===== src/hw/rtl/hird_pkg.sv =====
// shared types and constants for the hvac ineffective-run detector
// no dependencies; used by every module of the block
`default_nettype none

package hird_pkg;

    // field widths
    localparam int TEMP_W  = 16;
    localparam int TIME_W  = 32;
    localparam int LIMIT_W = 15;
    localparam int MODE_W  = 2;
    // signed width that holds any difference of two temperatures exactly
    localparam int DIFF_W  = TEMP_W + 2;

    // configuration port
    localparam int ADDR_W  = 5;
    localparam int DATA_W  = 32;
    localparam int INDEX_W = 3;

    // register indexes
    localparam logic [INDEX_W-1:0] REG_SETPOINT_MOVE_LIMIT = 3'd0;
    localparam logic [INDEX_W-1:0] REG_MIN_PROGRESS        = 3'd1;
    localparam logic [INDEX_W-1:0] REG_COOL_SUPPLY_DELTA   = 3'd2;
    localparam logic [INDEX_W-1:0] REG_HEAT_SUPPLY_DELTA   = 3'd3;
    localparam logic [INDEX_W-1:0] REG_SUPPLY_MIN_RUN      = 3'd4;
    localparam logic [INDEX_W-1:0] REG_MIN_RUN             = 3'd5;

    // register reset values
    localparam logic [LIMIT_W-1:0] RST_SETPOINT_MOVE_LIMIT = 15'd50;
    localparam logic [LIMIT_W-1:0] RST_MIN_PROGRESS        = 15'd30;
    localparam logic [LIMIT_W-1:0] RST_COOL_SUPPLY_DELTA   = 15'd800;
    localparam logic [LIMIT_W-1:0] RST_HEAT_SUPPLY_DELTA   = 15'd1100;
    localparam logic [TIME_W-1:0]  RST_SUPPLY_MIN_RUN      = 32'd600;
    localparam logic [TIME_W-1:0]  RST_MIN_RUN             = 32'd1800;

    // equipment mode codes; both remaining codes are heating kinds
    localparam logic [MODE_W-1:0] MODE_IDLE = 2'd0;
    localparam logic [MODE_W-1:0] MODE_COOL = 2'd1;

    // input transaction
    typedef struct packed {
        logic [MODE_W-1:0]        equip_mode;
        logic                     room_ok;
        logic                     room_poor;
        logic signed [TEMP_W-1:0] room_temp;
        logic signed [TEMP_W-1:0] target_temp;
        logic                     supply_ok;
        logic signed [TEMP_W-1:0] supply_temp;
        logic [TIME_W-1:0]        now_seconds;
    } sample_t;

    // output transaction
    typedef struct packed {
        logic [MODE_W-1:0] mode_echo;
        logic              ineffective;
    } result_t;

    // configuration register set
    typedef struct packed {
        logic [LIMIT_W-1:0] setpoint_move_limit;
        logic [LIMIT_W-1:0] min_progress;
        logic [LIMIT_W-1:0] cool_supply_delta;
        logic [LIMIT_W-1:0] heat_supply_delta;
        logic [TIME_W-1:0]  supply_min_run;
        logic [TIME_W-1:0]  min_run;
    } cfg_t;

endpackage

`default_nettype wire


===== src/hw/rtl/hird_cfg_regs.sv =====
// apb-style configuration register file for the ineffective-run detector
// depends on hird_pkg for register indexes, reset values and cfg_t
`default_nettype none

module hird_cfg_regs (
    input  wire logic                          clk,
    input  wire logic                          rst_n,
    input  wire logic                          psel,
    input  wire logic                          penable,
    input  wire logic                          pwrite,
    input  wire logic [hird_pkg::ADDR_W-1:0]   paddr,
    input  wire logic [hird_pkg::DATA_W-1:0]   pwdata,
    output logic      [hird_pkg::DATA_W-1:0]   prdata,
    output logic                               pready,
    output hird_pkg::cfg_t                     cfg
);

    hird_pkg::cfg_t                cfg_reg;
    logic [hird_pkg::INDEX_W-1:0]  index;
    logic                          wr_en;

    // word index from the byte address
    assign index  = paddr[hird_pkg::ADDR_W-1:2];
    assign pready = 1'b1;
    assign wr_en  = psel && penable && pwrite && pready;
    assign cfg    = cfg_reg;

    // register writes
    always_ff @(posedge clk or negedge rst_n)
    begin
        if (!rst_n)
        begin
            cfg_reg.setpoint_move_limit <= hird_pkg::RST_SETPOINT_MOVE_LIMIT;
            cfg_reg.min_progress        <= hird_pkg::RST_MIN_PROGRESS;
            cfg_reg.cool_supply_delta   <= hird_pkg::RST_COOL_SUPPLY_DELTA;
            cfg_reg.heat_supply_delta   <= hird_pkg::RST_HEAT_SUPPLY_DELTA;
            cfg_reg.supply_min_run      <= hird_pkg::RST_SUPPLY_MIN_RUN;
            cfg_reg.min_run             <= hird_pkg::RST_MIN_RUN;
        end
        else if (wr_en)
        begin
            unique case (index)
                hird_pkg::REG_SETPOINT_MOVE_LIMIT:
                    cfg_reg.setpoint_move_limit <= pwdata[hird_pkg::LIMIT_W-1:0];
                hird_pkg::REG_MIN_PROGRESS:
                    cfg_reg.min_progress <= pwdata[hird_pkg::LIMIT_W-1:0];
                hird_pkg::REG_COOL_SUPPLY_DELTA:
                    cfg_reg.cool_supply_delta <= pwdata[hird_pkg::LIMIT_W-1:0];
                hird_pkg::REG_HEAT_SUPPLY_DELTA:
                    cfg_reg.heat_supply_delta <= pwdata[hird_pkg::LIMIT_W-1:0];
                hird_pkg::REG_SUPPLY_MIN_RUN:
                    cfg_reg.supply_min_run <= pwdata[hird_pkg::TIME_W-1:0];
                hird_pkg::REG_MIN_RUN:
                    cfg_reg.min_run <= pwdata[hird_pkg::TIME_W-1:0];
                default:
                begin
                    // unmapped index: write dropped
                end
            endcase
        end
    end

    // read mux
    always_comb
    begin
        prdata = '0;
        unique case (index)
            hird_pkg::REG_SETPOINT_MOVE_LIMIT:
                prdata = {{(hird_pkg::DATA_W-hird_pkg::LIMIT_W){1'b0}},
                          cfg_reg.setpoint_move_limit};
            hird_pkg::REG_MIN_PROGRESS:
                prdata = {{(hird_pkg::DATA_W-hird_pkg::LIMIT_W){1'b0}},
                          cfg_reg.min_progress};
            hird_pkg::REG_COOL_SUPPLY_DELTA:
                prdata = {{(hird_pkg::DATA_W-hird_pkg::LIMIT_W){1'b0}},
                          cfg_reg.cool_supply_delta};
            hird_pkg::REG_HEAT_SUPPLY_DELTA:
                prdata = {{(hird_pkg::DATA_W-hird_pkg::LIMIT_W){1'b0}},
                          cfg_reg.heat_supply_delta};
            hird_pkg::REG_SUPPLY_MIN_RUN:
                prdata = cfg_reg.supply_min_run;
            hird_pkg::REG_MIN_RUN:
                prdata = cfg_reg.min_run;
            default:
                prdata = '0;
        endcase
    end

endmodule

`default_nettype wire


===== src/hw/rtl/hird_episode.sv =====
// episode state and verdict logic: one sample evaluated per enabled cycle
// depends on hird_pkg for sample_t, cfg_t and mode codes
`default_nettype none

module hird_episode (
    input  wire logic                 clk,
    input  wire logic                 rst_n,
    input  wire logic                 step,
    input  wire hird_pkg::sample_t    sample,
    input  wire hird_pkg::cfg_t       cfg,
    output logic                      ineffective
);

    localparam int DW = hird_pkg::DIFF_W;

    // episode state
    logic                             episode_active_reg, episode_active_next;
    logic [hird_pkg::MODE_W-1:0]      episode_mode_reg, episode_mode_next;
    logic [hird_pkg::TIME_W-1:0]      episode_start_reg, episode_start_next;
    logic signed [hird_pkg::TEMP_W-1:0] worst_room_reg, worst_room_next;
    logic signed [hird_pkg::TEMP_W-1:0] episode_target_reg, episode_target_next;
    logic                             progress_seen_reg, progress_seen_next;
    logic                             verdict_latch_reg, verdict_latch_next;

    // working values
    logic                             bad_room;
    logic                             restart;
    logic                             cooling;
    logic signed [DW-1:0]             room_w, target_w, supply_w;
    logic signed [DW-1:0]             sp_move, sp_abs;
    logic [hird_pkg::TIME_W-1:0]      start_eff;
    logic signed [hird_pkg::TEMP_W-1:0] worst_eff;
    logic signed [DW-1:0]             worst_w;
    logic                             prog_eff, latch_eff;
    logic [hird_pkg::TIME_W-1:0]      run;
    logic signed [DW-1:0]             move, delta, need;
    logic                             healthy, failed;

    always_comb
    begin
        bad_room = (sample.equip_mode == hird_pkg::MODE_IDLE) || !sample.room_ok
                   || sample.room_poor;

        room_w   = DW'(sample.room_temp);
        target_w = DW'(sample.target_temp);
        supply_w = DW'(sample.supply_temp);

        // setpoint move against the episode baseline
        sp_move = target_w - DW'(episode_target_reg);
        sp_abs  = (sp_move < 0) ? -sp_move : sp_move;
        restart = !episode_active_reg || (sample.equip_mode != episode_mode_reg)
                  || (sp_abs > $signed(DW'({1'b0, cfg.setpoint_move_limit})));

        // baseline after a possible restart
        start_eff = restart ? sample.now_seconds : episode_start_reg;
        worst_eff = restart ? sample.room_temp : worst_room_reg;
        prog_eff  = restart ? 1'b0 : progress_seen_reg;
        latch_eff = restart ? 1'b0 : verdict_latch_reg;
        worst_w   = DW'(worst_eff);

        cooling = (sample.equip_mode == hird_pkg::MODE_COOL);
        run     = sample.now_seconds - start_eff;

        // progress from the worst point, compared as signed values
        move = cooling ? (worst_w - room_w) : (room_w - worst_w);
        progress_seen_next = prog_eff
                             || (move >= $signed(DW'({1'b0, cfg.min_progress})));

        // worst room tracking
        if (cooling ? (room_w > worst_w) : (room_w < worst_w))
            worst_room_next = sample.room_temp;
        else
            worst_room_next = worst_eff;

        // supply delta rule
        delta   = cooling ? (room_w - supply_w) : (supply_w - room_w);
        need    = cooling ? DW'({1'b0, cfg.cool_supply_delta})
                          : DW'({1'b0, cfg.heat_supply_delta});
        healthy = sample.supply_ok && (delta >= need);
        failed  = sample.supply_ok && !(delta >= need) && (run >= cfg.supply_min_run);

        // verdict rules in priority order
        priority if (healthy)
            verdict_latch_next = 1'b0;
        else if (failed)
            verdict_latch_next = 1'b1;
        else if ((run >= cfg.min_run) && !progress_seen_next)
            verdict_latch_next = 1'b1;
        else if (progress_seen_next)
            verdict_latch_next = 1'b0;
        else
            verdict_latch_next = latch_eff;

        episode_active_next = 1'b1;
        episode_mode_next   = sample.equip_mode;
        episode_start_next  = start_eff;
        episode_target_next = restart ? sample.target_temp : episode_target_reg;

        // idle or untrusted room ends the episode
        if (bad_room)
        begin
            episode_active_next = 1'b0;
            episode_start_next  = '0;
            worst_room_next     = '0;
            episode_target_next = '0;
            progress_seen_next  = 1'b0;
            verdict_latch_next  = 1'b0;
        end

        ineffective = verdict_latch_next;
    end

    // state registers
    always_ff @(posedge clk or negedge rst_n)
    begin
        if (!rst_n)
        begin
            episode_active_reg <= 1'b0;
            episode_mode_reg   <= hird_pkg::MODE_IDLE;
            episode_start_reg  <= '0;
            worst_room_reg     <= '0;
            episode_target_reg <= '0;
            progress_seen_reg  <= 1'b0;
            verdict_latch_reg  <= 1'b0;
        end
        else if (step)
        begin
            episode_active_reg <= episode_active_next;
            episode_mode_reg   <= episode_mode_next;
            episode_start_reg  <= episode_start_next;
            worst_room_reg     <= worst_room_next;
            episode_target_reg <= episode_target_next;
            progress_seen_reg  <= progress_seen_next;
            verdict_latch_reg  <= verdict_latch_next;
        end
    end

    // a verdict only exists inside an episode
    a_verdict_in_episode: assert property (@(posedge clk) disable iff (!rst_n)
        verdict_latch_reg |-> episode_active_reg)
        else $error("verdict latched without an active episode");

    // progress only exists inside an episode
    a_progress_in_episode: assert property (@(posedge clk) disable iff (!rst_n)
        progress_seen_reg |-> episode_active_reg)
        else $error("progress latched without an active episode");

    // an ended episode leaves a cleared baseline
    a_cleared_baseline: assert property (@(posedge clk) disable iff (!rst_n)
        !episode_active_reg |-> (episode_start_reg == '0 && worst_room_reg == '0
                                 && episode_target_reg == '0))
        else $error("inactive episode holds a stale baseline");

endmodule

`default_nettype wire


===== src/hw/rtl/hvac_ineffective_run_detector_unit.sv =====
// top level of the hvac ineffective-run detector: sample register, episode
// logic and result register; depends on hird_pkg, hird_cfg_regs, hird_episode
`default_nettype none

// usage
// - sample channel: sample_valid / sample_stall / sample carry one sensor
//   reading per transaction; a transaction completes when valid is high and
//   stall is low at a rising edge
// - result channel: result_valid / result_stall / result return one verdict
//   transaction (mode echo and ineffective flag) per sample, in order
// - configuration: apb-style port, register i at byte address 4*i; write only
//   while no sample is in flight; reads return the stored value
// - path: a sample lands in the input register and is evaluated against the
//   episode state into the result register when that register can take a
//   new value
// - throughput: one sample per cycle while the result is not stalled; the
//   evaluation is one pass of compare and subtract logic between the registers
// - receiver stall: the result register holds; the input register still
//   takes a sample if empty, then sample_stall rises until the result moves
// - reset: thresholds return to their defaults, no episode runs, both
//   registers empty
module hvac_ineffective_run_detector_unit (
    input  wire logic                        clk,
    input  wire logic                        rst_n,
    input  wire logic                        sample_valid,
    output logic                             sample_stall,
    input  wire hird_pkg::sample_t           sample,
    output logic                             result_valid,
    input  wire logic                        result_stall,
    output hird_pkg::result_t                result,
    input  wire logic                        psel,
    input  wire logic                        penable,
    input  wire logic                        pwrite,
    input  wire logic [hird_pkg::ADDR_W-1:0] paddr,
    input  wire logic [hird_pkg::DATA_W-1:0] pwdata,
    output logic      [hird_pkg::DATA_W-1:0] prdata,
    output logic                             pready
);

    hird_pkg::cfg_t      cfg;
    hird_pkg::sample_t   stage_reg;
    logic                stage_valid_reg;
    hird_pkg::result_t   result_reg, result_next;
    logic                result_valid_reg;
    logic                advance;
    logic                step;
    logic                ineffective;

    hird_cfg_regs u_cfg (
        .clk     (clk),
        .rst_n   (rst_n),
        .psel    (psel),
        .penable (penable),
        .pwrite  (pwrite),
        .paddr   (paddr),
        .pwdata  (pwdata),
        .prdata  (prdata),
        .pready  (pready),
        .cfg     (cfg)
    );

    // result register can take a new value
    assign advance      = !result_valid_reg || !result_stall;
    assign step         = stage_valid_reg && advance;
    assign sample_stall = stage_valid_reg && !advance;

    hird_episode u_episode (
        .clk         (clk),
        .rst_n       (rst_n),
        .step        (step),
        .sample      (stage_reg),
        .cfg         (cfg),
        .ineffective (ineffective)
    );

    always_comb
    begin
        result_next.mode_echo   = stage_reg.equip_mode;
        result_next.ineffective = ineffective;
    end

    // input register
    always_ff @(posedge clk or negedge rst_n)
    begin
        if (!rst_n)
            stage_valid_reg <= 1'b0;
        else if (!sample_stall)
            stage_valid_reg <= sample_valid;
    end

    always_ff @(posedge clk)
    begin
        if (sample_valid && !sample_stall)
            stage_reg <= sample;
    end

    // result register
    always_ff @(posedge clk or negedge rst_n)
    begin
        if (!rst_n)
            result_valid_reg <= 1'b0;
        else if (advance)
            result_valid_reg <= stage_valid_reg;
    end

    always_ff @(posedge clk)
    begin
        if (step)
            result_reg <= result_next;
    end

    assign result_valid = result_valid_reg;
    assign result       = result_reg;

    // a full input register behind a stalled result must push back
    a_backpressure: assert property (@(posedge clk) disable iff (!rst_n)
        (stage_valid_reg && result_valid_reg && result_stall) |-> sample_stall)
        else $error("sample taken while pipeline is blocked");

    // an evaluated sample appears as a result on the next edge
    a_step_to_result: assert property (@(posedge clk) disable iff (!rst_n)
        step |=> (result_valid_reg && result_reg.mode_echo == $past(stage_reg.equip_mode)))
        else $error("evaluated sample did not reach the result register");

    // idle mode never reports a verdict
    a_idle_no_verdict: assert property (@(posedge clk) disable iff (!rst_n)
        (result_valid_reg && result_reg.mode_echo == hird_pkg::MODE_IDLE)
        |-> !result_reg.ineffective)
        else $error("verdict reported for an idle sample");

endmodule

`default_nettype wire


===== config.mk =====
export PLATFORM = sky130hd
export DESIGN_NAME = hvac_ineffective_run_detector_unit
export DESIGN_NICKNAME = d
export VERILOG_FILES = /design/src/hw/rtl/hird_pkg.sv /design/src/hw/rtl/hird_cfg_regs.sv /design/src/hw/rtl/hird_episode.sv /design/src/hw/rtl/hvac_ineffective_run_detector_unit.sv
export SDC_FILE = /design/constraint.sdc
export NUM_CORES = 1
export LEC_CHECK = 0
export BUFFER_PORTS_ARGS = -buffer_cell sky130_fd_sc_hd__buf_2
export CAP_MARGIN = 20
export CORE_ASPECT_RATIO = 0.75
export CORE_MARGIN = 2
export CORE_UTILIZATION = 49
export DETAILED_ROUTE_END_ITERATION = 6
export PLACE_DENSITY = 0.75
export SYNTH_ARGS = -nofsm -noshare
export SYNTH_HDL_FRONTEND = slang
export SYNTH_SLANG_ARGS = --single-unit

===== constraint.sdc =====
create_clock -name clk -period 20 [get_ports clk]
set_input_delay 3 -clock clk [delete_from_list [all_inputs] [get_ports clk]]
set_output_delay 3 -clock clk [all_outputs]
set_load 0.03 [all_outputs]

* Word level (Yosys, flattened, before mapping)
Index checks and enable logic that the tools add are counted.
Widths: inputs -> output; s select.
** Storage, ports and cells
- Register bits after elaboration :: 283
- Bits in latches :: 0
- Bits in writable memories :: 0
- ROM bits :: 0
- Bits of input ports :: 129
- Memories kept :: 0
** Operators by class
- Add/subtract/negate cells :: 7
- Multiply operators :: 0
- Div/mod/pow operators :: 0
- $lt $le $gt $ge :: 8
- Equal/unequal tests :: 7
- Shifts and indexed selects :: 0
- Multiplexer cells :: 22
- Bitwise logic cells :: 0
- Reduce and logical (&&, ||, !) cells :: 33
** Operators with widths (count)
- $pmux 32 s6 :: 1
- $sub 16x16->17 :: 5
- $mux 16 :: 5
- $ge 32x32->1 :: 2
- $mux 32 :: 2
- $mux 18 :: 3
- $sub 32x32->32 :: 1
- $ge 18x16->1 :: 1
- $ge 18x18->1 :: 1
- $gt 18x16->1 :: 1
- $neg 17->18 :: 1
- $lt 17x1->1 const B :: 1
- $gt 16x16->1 :: 1
- $lt 16x16->1 :: 1
- $mux 15 :: 1
- $reduce_and 2->1 :: 7
- $mux 1 :: 10
- $logic_and 1x1->1 :: 9
- $logic_not 1->1 :: 8
- $eq 3x2->1 const B :: 2
- $eq 3x3->1 const B :: 2
- $logic_or 1x1->1 :: 6
- $eq 3x1->1 const B :: 1
- $logic_not 3->1 :: 1
- 4 further kinds :: 4

* Logic depth before layout (Yosys ltp)
- Depth after elaboration :: 16
- Gate-level depth with buffers :: 47
- Gate-level depth less buffers :: 45

* Modules after synthesis
From an unflattened synthesis, not the netlist that was laid out.
** Second synthesis, totals
- Cell total of the unflattened synthesis :: 1930
- Area, all modules :: 19742.7 µm²
** By module, submodules not included
- hird_episode :: instances 1, cells each 1438, area an instance 11353.4 µm², seq. area each 1726.7 µm²
- hird_cfg_regs :: instances 1, cells each 396, area an instance 5654.2 µm², seq. area each 3130.5 µm²
- hvac_ineffective_run_detector_unit :: instances 1, cells each 96, area an instance 2735.1 µm², seq. area each 2692.6 µm²

* Worst setup path before layout
Ideal clock, no wire load.
- Kind :: reg2reg
- From :: reg stage_reg[49] in the netlist's numbering
- To :: reg result_reg, in the netlist result[0] (data pin)
- Data arrival time :: 9319 ps
- Setup slack :: 10417 ps
- Stages on the path, launching flop included :: 47
- Path buffers :: 2
- Clock period less this slack :: 9583 ps
- Cell sequence :: edfxtp_1 -> inv_1 -> ha_1 -> fa_1 -> nor2b_1 -> o211ai_1 -> a21boi_0 -> a222oi_1 -> nand3_1 -> or3_1 -> o41ai_1 -> xor2_1 -> ha_1 -> nand2_1 -> or2_2 -> or4_1 -> nor2b_1 -> a21oi_1 -> [11 not listed] -> a21oi_1 -> o21ai_0 -> o311ai_0 -> a311oi_1 -> o21bai_1 -> a21oi_1 -> xnor2_1 -> ha_1 -> a21o_1 -> a21o_1 -> a21o_1 -> a21o_1 -> a21o_1 -> a21o_1 -> a21oi_1 -> o211a_1 -> a221o_1 -> a31oi_1
** Between the ends
- Word-level cells in the longest chain between the ends :: 16
- Elaborated cells between the ends (all ways) :: 26
** RTL lines
- start, declared :: RTL line hvac_ineffective_run_detector_unit.sv:41 : hird_pkg::sample_t stage_reg;
- start signal, assigned :: RTL line hvac_ineffective_run_detector_unit.sv:94 : stage_reg <= sample;
- $sub 16x16->17 (*) :: RTL line hird_episode.sv:49 : sp_move = target_w - DW'(episode_target_reg);
- $neg 17->18 / $lt 17x1->1 (equally long branches) :: RTL line hird_episode.sv:50 : sp_abs = (sp_move < 0) ? -sp_move : sp_move;
- $mux 18 (*) :: RTL line hird_episode.sv:50
- $gt 18x16->1 (*) :: RTL line hird_episode.sv:52 : || (sp_abs > $signed(DW'({1'b0, cfg.setpoint_move_limit})));
- $logic_or 1x1->1 (*) :: RTL line hird_episode.sv:52
- branches (longest 8 deep; another with $sub 32x32->32)
- $mux 1 (*) :: RTL line hird_episode.sv:85 : else if (failed)
- $mux 1 (*) :: RTL line hird_episode.sv:83 : priority if (healthy)
- $mux 1 (*) :: RTL line hird_episode.sv:100 : if (bad_room)
- named net ineffective :: RTL line hvac_ineffective_run_detector_unit.sv:47 : logic ineffective;
- end signal, assigned :: RTL line hvac_ineffective_run_detector_unit.sv:109 : result_reg <= result_next;
- end, declared :: RTL line hvac_ineffective_run_detector_unit.sv:43 : hird_pkg::result_t result_reg, result_next;
Mark *: on every way through the listed nets, which the timed path passes.
A chain may end at the register's enable or synchronous reset.

* Final worst setup path
Ends and elaborated chain as after synthesis.

==> impl_metrics.csv <==
group,metric,value,unit
worst_setup_path,critical-path-max-stage-delay,0.94,ns
detailed_routing,vias_per_cell,5.97,
detailed_routing,routed_wl,54.7,mm
timing,hold_violations,0,
clocking,cts_max_level,1,
finish,fin_nets,2577,
worst_setup_path,critPathRequiredTime,20.42,ns
die,placementRows,63,
power,p_total,2000,uW
synthesis,synth-seq-cells,283,
power,leakage,0.0103,uW
timing,skew,0.0163,ns
grt,antenna_found_initial,5,
finish,area_growth_syn_to_layout,11.2,%
synthesis,synth_flop_cell,"dfrtp_1",
timing,fin_crit_sh,0.618,
clocking,insertion_delay,0.58,ns
synthesis,async_flop_share,0.689,
synthesis,syn_avg_cell_area,9.50,sq um
placed_design,place_ws,7.84,ns
detailed_routing,wl_per_cell,19.8,um
clocking,cts_tree,"built",
clocking,cts_setup_buffers,0,
die,die_w,237,um
timing,setup_viol,0,
clocking,holdBufCountCts,0,
timing,rsz0062_at_grt,"false",
outcome,status,"finished clean",
flow_run,cap_violations,0,
die,ios,167,
worst_setup_path,cp_slowest_cell,"or3_4",
timing,fmax,0.0809,GHz
detailed_routing,drt-initial-drc-count,1314,
worst_setup_path,crit_fanout,83,
grt,overflow,0,
finish,final_cell_mix,"ha_1, nand2_1, inv_1",
clocking,clk_pin_slew,0.07,ns
worst_setup_path,rr_worst_depth,41,
timing,tightest_slew,1.14,ns
worst_hold_path,holdPathStages,1,
synthesis,syn_inst,2097,
power,power_density,90.2,nW/um^2
timing,fin_setup_tns,0,ns
placed_design,port_buffers,163,
worst_hold_path,worstHoldStart,"u_episode.episode_active_reg",
placed_design,place_congestion,0.914,
worst_hold_path,min_path_type,"reg2reg",
synthesis,ys_seq_area_frac,0.379,
die,die-area,42300,sq um
worst_hold_path,hold_end,"u_episode.episode_active_reg",
worst_setup_path,reg2reg_to,"result[0]",
synthesis,ys_types,88,
synthesis,yosys_warnings,0,
clocking,root_buffer,"clkbuf_16",
grt,grt_pass1_vias,15800,
timing,slew_violations,0,
timing,min_period,12.36,ns
clocking,numCtsBuffers,29,
finish,final_common_cell,"ha_1",
clocking,post_cts_resize_count,0,
finish,fill_cells,3538,
finish,utilization,0.556,
worst_setup_path,end_kind,"register",
worst_setup_path,rr_startpoint,"stage_reg[49]",
grt,grt_pass1_wl,85.6,mm
synthesis,synth_edf_count,88,
timing,worst_slack,7.64,ns
worst_setup_path,critPathKind,"reg2reg",
placed_design,hpwlAfterDp,41.0,mm
detailed_routing,firstDrtPassIters,6,
clocking,cts_buffer_depth,3,
worst_setup_path,rrSetupSlack,7.64,ns
detailed_routing,dr_total_vias,16500,
worst_setup_path,crit_arrival,12.78,ns
finish,largest_reg_flops,124,
die,core,39800,sq um
clocking,clock_sinks,283,
die,initial_core_util,0.500,
synthesis,synth.cell_area,19900,sq um
worst_setup_path,critPathLaunchType,"register",
die,die_h,179,um
power,ir_worst_vdd,0.0689,mV
finish,seq_area,7550,sq um
grt,grtUsageTotal,0.255,
timing,relSlewSlack,0.238,
grt,grt_max_degree,119,
finish,multiInputGateArea,11400,sq um
finish,drive_above_1_share,0.136,
detailed_routing,drtAntennaViolNets,0,
detailed_routing,post-route-drc-count,0,
timing,whs,0.483,ns
synthesis,synth_fp_nets,2453,
==> power by group <==
group	internal [uW]	switching [uW]
Combinational	292	431
Clock	297	237
Sequential	688	50.9
==> cells by family after synthesis <==
group | count (synthesis) | share of synthesized area
AO/OA/AOI/OAI | 656 | 0.219
XOR/XNOR | 70 | 0.0308
adder cells (fa/ha/maj) | 227 | 0.145
buffers and inverters | 266 | 0.0530
flip-flops | 283 | 0.379
multiplexers | 107 | 0.0565
other | 1 | 0.000188
AND/OR/NAND/NOR | 487 | 0.116
==> how the worst max path moves through the flow <==
stage	to	startpoint	slack [ns]	depth (start not counted)
2_1_floorplan	result[0]	stage_reg[49]	10.42	46
3_3_place_gp	result[0]	stage_reg[49]	8.08	41
3_5_place_dp	result[0]	stage_reg[49]	7.84	41
4_1_cts	result[0]	stage_reg[49]	7.80	41
5_1_grt	result[0]	stage_reg[49]	6.69	41
6_report	result[0]	stage_reg[49]	7.64	41
==> critical path, delay by kind of cell (launching register included) <==
kind	cells	cell delay [ns]
buf+inv	1	0.05
xor+xnor	1	0.14
fa+ha+maj	6	1.84
simple gates	15	4.56
flops	1	0.36
compound gates	18	5.23
==> layout make-up <==
type / instances / area share
multi-input cells: 1548 / 0.513
inverters: 180 / 0.0305
flip-flops and latches: 283 / 0.341
diodes: 3 / 0.000339
repair buffers: 179 / 0.0445
clock inverters: 13 / 0.00401
well taps: 520 / 0.0294
clock buffers: 40 / 0.0370
==> metrics by stage <==
stage,instance area [sq um],std cells
2_1_floorplan,19900,2097
3_3_place_gp,21200,2708
3_5_place_dp,21200,2708
4_1_cts,22100,2761
5_1_grt,22100,2765
6_report,22100,2766
==> cells in the mapped netlist (22+ instances only) <==
| cell type | instances | area, sq um |
|---|---|---|
| ha_1 | 221 | 2770 |
| nand2_1 | 184 | 691 |
| inv_1 | 178 | 668 |
| dfrtp_1 | 173 | 4330 |
| o21ai_0 | 169 | 846 |
| a21oi_1 | 134 | 671 |
| nor2_1 | 104 | 390 |
| a21o_1 | 88 | 661 |
| edfxtp_1 | 88 | 2640 |
| mux2i_1 | 72 | 721 |
| clkbuf_1 | 54 | 203 |
| xnor2_1 | 50 | 438 |
| a22o_1 | 38 | 333 |
| mux2_2 | 34 | 383 |
| nand3_1 | 31 | 155 |
| a32o_1 | 29 | 290 |
| nand2b_1 | 29 | 181 |
| o22ai_1 | 28 | 175 |
| nor3_1 | 25 | 125 |
| nand4_1 | 23 | 144 |
| nor2b_1 | 23 | 144 |
| dfstp_2 | 22 | 578 |
==> metal layers <==
| layer | share of wire | vias to the layer above | wire [um] | GRT usage |
|---|---|---|---|---|
| met5 | 0 | - | 0 | 0 |
| met4 | 0.027 | 0 | 1450 | 0.0704 |
| met3 | 0.076 | 100 | 4140 | 0.0492 |
| met2 | 0.44 | 574 | 24000 | 0.394 |
| met1 | 0.46 | 7933 | 25200 | 0.365 |
| li1 | - | 7893 | - | - |
No activity file was read; power rests on OpenSTA's default activity.
